--- config.mk ---
export PLATFORM = sky130hd
export DESIGN_NAME = tbo_prep
export DESIGN_NICKNAME = d
export VERILOG_FILES = /design/src/sv/tbo_pkg.sv /design/src/sv/tbo_prep.sv
export SDC_FILE = /design/constraint.sdc
export NUM_CORES = 2
export LEC_CHECK = 0
export BUFFER_PORTS_ARGS = -buffer_cell sky130_fd_sc_hd__buf_2
export CAP_MARGIN = 20
export CORE_MARGIN = 2
export CORE_UTILIZATION = 40
export CTS_CLUSTER_DIAMETER = 120
export CTS_CLUSTER_SIZE = 24
export DETAILED_ROUTE_END_ITERATION = 6
export GPL_TIMING_DRIVEN = 0
export PLACE_DENSITY = 0.65
export SYNTH_ARGS = -nofsm -noshare
export SYNTH_HDL_FRONTEND = slang
export SYNTH_SLANG_ARGS = --single-unit
--- constraint.sdc ---
create_clock -name clock -period 6.8 [get_ports clock]
set_clock_uncertainty 0.15 [all_clocks]
set_input_delay 1.36 -clock clock [delete_from_list [all_inputs] [get_ports clock]]
set_output_delay 1.36 -clock clock [all_outputs]
set_load 0.02 [all_outputs]
--- src/sv/tbo_pkg.sv ---
`default_nettype none
// ----------------------------------------------------------------------------
// tbo_pkg: shared widths, types and index tables
// Fixed-point widths for the triangle/box overlap pipeline, derived from the
// coordinate width so every internal product is exact.
// ----------------------------------------------------------------------------
package tbo_pkg;

   localparam int COORD_BITS = 21;
   localparam int FIELD_W    = 63;
   localparam int NUM_FIELDS = 5;

   localparam int REQ_TDATA_W = ((NUM_FIELDS * FIELD_W + 7) / 8) * 8;
   localparam int RSP_TDATA_W = 8;

   // vertex relative to box centre, edge, half size
   localparam int VREL_W = COORD_BITS + 1;
   localparam int EDGE_W = COORD_BITS + 2;
   localparam int HALF_W = COORD_BITS;

   // edge-axis tests
   localparam int PROD_W  = EDGE_W + VREL_W;
   localparam int RPROD_W = EDGE_W + HALF_W;
   localparam int CMP_W   = PROD_W + 2;

   // plane test
   localparam int NPROD_W   = 2 * EDGE_W;
   localparam int N_W       = NPROD_W + 1;
   localparam int M_W       = COORD_BITS + 2;
   localparam int LOW_SPLIT = (N_W + 1) / 2;
   localparam int NH_W      = N_W - LOW_SPLIT;
   localparam int PL_W      = LOW_SPLIT + 1 + M_W;
   localparam int PH_W      = NH_W + M_W;
   localparam int SL_W      = PL_W + 2;
   localparam int SH_W      = PH_W + 2;
   localparam int DOT_W     = SH_W + LOW_SPLIT + 1;

   // register stages, output register included
   localparam int STAGES = 9;

   typedef logic signed [COORD_BITS-1:0] coord_type;
   typedef logic signed [VREL_W-1:0]     vrel_type;
   typedef logic signed [EDGE_W-1:0]     edge_type;
   typedef logic        [HALF_W-1:0]     half_type;
   typedef logic signed [PROD_W-1:0]     prod_type;
   typedef logic        [RPROD_W-1:0]    rprod_type;
   typedef logic signed [CMP_W-1:0]      cmp_type;
   typedef logic signed [NPROD_W-1:0]    nprod_type;
   typedef logic signed [N_W-1:0]        norm_type;
   typedef logic signed [M_W-1:0]        mvec_type;
   typedef logic signed [PL_W-1:0]       pl_type;
   typedef logic signed [PH_W-1:0]       ph_type;
   typedef logic signed [SL_W-1:0]       sl_type;
   typedef logic signed [SH_W-1:0]       sh_type;
   typedef logic signed [DOT_W-1:0]      dot_type;
   typedef logic        [STAGES-1:0]     stage_load_type;

   // cyclic successor / predecessor of an axis or vertex index
   localparam int NEXT3 [3] = '{1, 2, 0};
   localparam int PREV3 [3] = '{2, 0, 1};

   // vertex pair projected for each edge (row) and box axis (column)
   localparam int PAIR_A [3][3] = '{'{0, 0, 1}, '{0, 0, 0}, '{0, 0, 1}};
   localparam int PAIR_B [3][3] = '{'{2, 2, 2}, '{2, 2, 1}, '{1, 1, 2}};

   function automatic logic [EDGE_W-1:0] edge_mag(edge_type e);
      return e[EDGE_W-1] ? EDGE_W'(-e) : EDGE_W'(e);
   endfunction

endpackage
`default_nettype wire

--- src/sv/tbo_prep.sv ---
`default_nettype none
// ----------------------------------------------------------------------------
// tbo_prep: unpack, recentre, edges and box-face test
// Stage 0 moves the vertices relative to the box centre, stage 1 forms the
// edges and the three box-face extent tests.
// ----------------------------------------------------------------------------
module tbo_prep import tbo_pkg::*; (
   input  logic               clock,
   input  stage_load_type     load,
   input  logic [FIELD_W-1:0] box_centre,
   input  logic [FIELD_W-1:0] box_half_size,
   input  logic [FIELD_W-1:0] vertex_zero,
   input  logic [FIELD_W-1:0] vertex_one,
   input  logic [FIELD_W-1:0] vertex_two,
   output vrel_type           vtx_ff  [3][3],
   output edge_type           edge_ff [3][3],
   output half_type           half_ff [3],
   output logic               face_sep_ff
);

   vrel_type rel_ff [3][3];
   vrel_type rel_in [3][3];
   half_type h0_ff  [3];
   half_type h0_in  [3];
   edge_type edge_in [3][3];
   logic     face_sep_in;
   logic [FIELD_W-1:0] vfield [3];

   assign vfield[0] = vertex_zero;
   assign vfield[1] = vertex_one;
   assign vfield[2] = vertex_two;

   always_comb begin
      for (int q = 0; q < 3; q++) begin
         h0_in[q] = box_half_size[q*COORD_BITS +: COORD_BITS];
         for (int t = 0; t < 3; t++) begin
            rel_in[t][q] = VREL_W'(coord_type'(vfield[t][q*COORD_BITS +: COORD_BITS]))
                         - VREL_W'(coord_type'(box_centre[q*COORD_BITS +: COORD_BITS]));
         end
      end
   end

   always_ff @(posedge clock) begin
      if (load[0]) begin
         rel_ff <= rel_in;
         h0_ff  <= h0_in;
      end
   end

   // e0 = v1 - v0, e1 = v2 - v1, e2 = v0 - v2
   always_comb begin
      for (int k = 0; k < 3; k++) begin
         for (int q = 0; q < 3; q++) begin
            edge_in[k][q] = EDGE_W'(rel_ff[NEXT3[k]][q]) - EDGE_W'(rel_ff[k][q]);
         end
      end
   end

   // triangle extent against each box face pair
   always_comb begin
      vrel_type lo;
      vrel_type hi;
      logic signed [VREL_W:0] hs;
      logic signed [VREL_W:0] los;
      logic signed [VREL_W:0] his;
      face_sep_in = 1'b0;
      for (int q = 0; q < 3; q++) begin
         lo = rel_ff[0][q];
         hi = rel_ff[0][q];
         if (rel_ff[1][q] < lo) lo = rel_ff[1][q];
         if (rel_ff[1][q] > hi) hi = rel_ff[1][q];
         if (rel_ff[2][q] < lo) lo = rel_ff[2][q];
         if (rel_ff[2][q] > hi) hi = rel_ff[2][q];
         hs  = (VREL_W+1)'(h0_ff[q]);
         los = (VREL_W+1)'(lo);
         his = (VREL_W+1)'(hi);
         if (los > hs || his < -hs) face_sep_in = 1'b1;
      end
   end

   always_ff @(posedge clock) begin
      if (load[1]) begin
         vtx_ff      <= rel_ff;
         edge_ff     <= edge_in;
         half_ff     <= h0_ff;
         face_sep_ff <= face_sep_in;
      end
   end

endmodule
`default_nettype wire

==> results.py <==
metrics = {
    "status": {
        "status": "finished with violations",
        "violations": "setup timing",
    },
    "die": {
        "die_x_um": 356,
        "io_pins": 794,
        "die-area_um2": 127000,
        "rows": 129,
        "fp.coreArea_um2": 123000,
        "die_y_um": 356,
        "start_util_pct": 40.1,
    },
    "logic_synthesis": {
        "synth_top_family_by_area": "adder cells",
        "synth_seq_area_share_pct": 44.3,
        "synth-compound-area-share_pct": 14.5,
        "synth_fa_ha_area_share_pct": 17.1,
        "synth_ff_type": "edfxtp_1",
        "async_reset_ff_share_pct": 0,
        "synth-xor-area-share_pct": 5.77,
        "synth.avg_cell_area_um2": 10.2,
        "synth_area_um2": 49500,
        "synth_edf_count": 730,
        "syn-instance-count": 4838,
        "synthMuxAreaShare_pct": 1.08,
        "synth_seq_cells": 730,
        "synthesis.nets": 5829,
        "synth_cell_types": 74,
        "synthSimpleGateAreaFrac_pct": 13.1,
        "ys_warn_count": 0,
    },
    "finish": {
        "nets": 6827,
        "area_growth_pct": 20.9,
        "stdcell_count": 7502,
        "drive_above_1_share_pct": 22.5,
        "layout_commonest_cell": "buf_2",
        "ff_latch_area_um2": 21900,
        "layout_common_cells": "787 x buf_2, 730 x edfxtp_1, 606 x ha_1, 507 x nor2_1, 470 x inv_1",
        "multi_input_area_um2": 26800,
        "fillers": 11500,
    },
    "sta": {
        "finalWorstSetupSlack_ps": -329,
        "slew_headroom_pct": 29.0,
        "tightest_slew_ps": 1050,
        "tns_ps": -329,
        "rsz0062_at_grt": "true",
        "max_freq_ghz": 0.140,
        "setup_viol": 1,
        "finalMaxSlewViolations": 0,
        "min_period_ps": 7130,
        "min_period_over_period_pct": 105,
        "finalHoldViolCount": 0,
    },
    "flow_run": {
        "maxCapViolations": 0,
    },
    "critical_path": {
        "regToRegEndpoint": "face_sep_ff",
        "critPathBufInv": 4,
        "timing.rr.start": "rel_ff[142]",
        "required_ps": 7030,
        "arrival_ps": 7350,
        "r2r_slack_ps": -330,
        "cp-end-kind": "register",
        "path_max_fanout": 10,
        "critPathTopFamily": "compound AO/OA/AOI/OAI gates",
        "cp-start-kind": "register",
        "slowest_delay_ps": 560,
        "crit_path_start": "rel_ff[142]",
        "slowest_stage": "edfxtp_1",
        "r2r.worst_path.cells": 32,
        "path_class": "reg -> reg",
    },
    "detailed_routing": {
        "firstDrtPassIters": 6,
        "wl_per_cell_um": 24.0,
        "drt-total-wl_um": 180000,
        "via_count": 41700,
        "postRouteAntennaNets": 0,
        "drtIter0Drc": 3601,
        "drc": 0,
        "viasPerCell": 5.57,
    },
    "pwr": {
        "ir_drop_v": 0.000221,
        "power.density_nw_per_um2": 349,
        "leakage_nw": 26.1,
    },
    "hold_path": {
        "min-delay-start": "h0_ff[30]",
        "whs_path_depth": 0,
        "hp-class": "reg -> reg",
        "hold_path_end": "half_ff[30]",
    },
    "clock_network": {
        "numCtsBuffers": 39,
        "clockBufferDepth": 3,
        "root_buffer": "clkbuf_16",
        "htree_levels": 2,
        "insertion_delay_ps": 650,
        "cts_sinks": 730,
        "clkTransAtPathRegs_ps": 100,
        "cts_hold_buf": 0,
        "cts_tree": "yes",
    },
    "placed_design": {
        "dp.cells": 7267,
        "port_buffers": 786,
        "place.gp.congestion": 0.977,
        "dp_hpwl_um": 144000,
    },
    "global_routing": {
        "first_global_vias": 40400,
        "grt_usage_pct": 27.3,
        "grt_pass1_wl_um": 256000,
        "grt_max_degree": 129,
        "antenna_found_initial": 38,
        "grt_overflow": 0,
    },
}
[power breakdown]
part	internal, mW	total [mW]	switching [mW]
registers	6.13	6.90	0.779
logic	4.59	11.2	6.63
clock network	1.19	2.75	1.56
total	11.9	20.9	8.97
[stage by stage]
stage                     setup WS (ps)  power (mW)  instance area (um^2)  utilization (%)  hold slack (ps)
after floorplan                    4.85        13.2                 49500                -              276
after global placement            -3440        16.6                 55500             45.0              287
after detailed placement          -2480        16.7                 55700             45.1              300
after CTS                          -313        20.5                 59100             47.9              297
after global routing               -630        22.1                 59800             48.5              314
final                              -329        20.9                 59800             48.5              292
[state kept, by name (all words and copies together) (netlist names)]
name         cells
face_sep_ff      1
edge_ff        207
vtx_ff         198
rel_ff         198
h0_ff           63
half_ff         63
[layout make-up]
class | count | area share (%)
Inverter | 484 | 3.04
Buffer | 45 | 0.922
Antenna cell | 19 | 0.0795
Multi-Input combinational cell | 3573 | 44.8
Timing Repair Buffer | 963 | 9.16
Sequential cell | 730 | 36.6
Clock inverter | 9 | 0.257
Clock buffer | 42 | 1.72
Tap cell | 1637 | 3.42
[routing by layer]
layer	wire, um	part of all wire (%)	up-vias	GRT usage, %
li1	-	-	19700	-
met1	74400	41	20100	35.5
met2	84000	47	1663	45.5
met3	15500	8.6	275	5.57
met4	6200	3.4	4	8.72
met5	33	0.018	-	0
[worst register-to-register path, delay by kind of cell (launching register included)]
kind                       cells  cell delay (ps)
DFF                            1              560
AOI/OAI and AO/OA             16             3410
and+or+nand+nor                9             1280
buffers and inverters          4              640
adders and majority gates      3              840
[cells in the mapped netlist (32+ instances only)]
master / instances / area (um^2)
nor3_1: 151 / 756
o21ai_0: 198 / 991
edfxtp_1: 730 / 21900
clkbuf_1: 47 / 176
nand4_1: 59 / 369
a211oi_1: 55 / 413
nand3_1: 112 / 561
a21o_1: 107 / 803
o21ai_1: 32 / 160
a21boi_0: 35 / 263
or3_1: 60 / 375
nand2_1: 227 / 852
ha_1: 648 / 8110
xor2_1: 49 / 429
and3_1: 34 / 213
mux2i_1: 52 / 521
inv_1: 484 / 1820
a21oi_1: 437 / 2190
xnor2_1: 277 / 2430
nor2b_1: 98 / 613
o21a_1: 82 / 616
nor2_1: 520 / 1950
[how the worst max path moves through the flow]
| stage | endpoint | cells past startpoint |
|---|---|---|
| 2_1_floorplan | face_sep_ff | 31 |
| 5_1_grt | face_sep_ff | 34 |
| 3_5_place_dp | face_sep_ff | 34 |
| 6_report | face_sep_ff | 32 |
| 4_1_cts | face_sep_ff | 34 |
| 3_3_place_gp | vtx_ff[108] | 1 |
[logic make-up (layout without fill, tap and decap cells)]
| group | Yosys count | in the layout |
|---|---|---|
| and+or+nand+nor | 1373 | 1374 |
| xor gates and xnor gates | 326 | 326 |
| AOI/OAI and AO/OA | 1154 | 1154 |
| muxes | 53 | 53 |
| adders and majority gates | 666 | 666 |
| DFF | 730 | 730 |
| buffers and inverters | 536 | 1543 |
| other | 0 | 19 |
[what timing repair did]
item / in CTS / in global routing
pin swaps: 65 / 56
gates resized for setup: 272 / 107
buffers inserted: 129 / 34
setup endpoints to repair: 1 / 1
gates cloned: 6 / 3
Power figures use the tool's default switching activity.
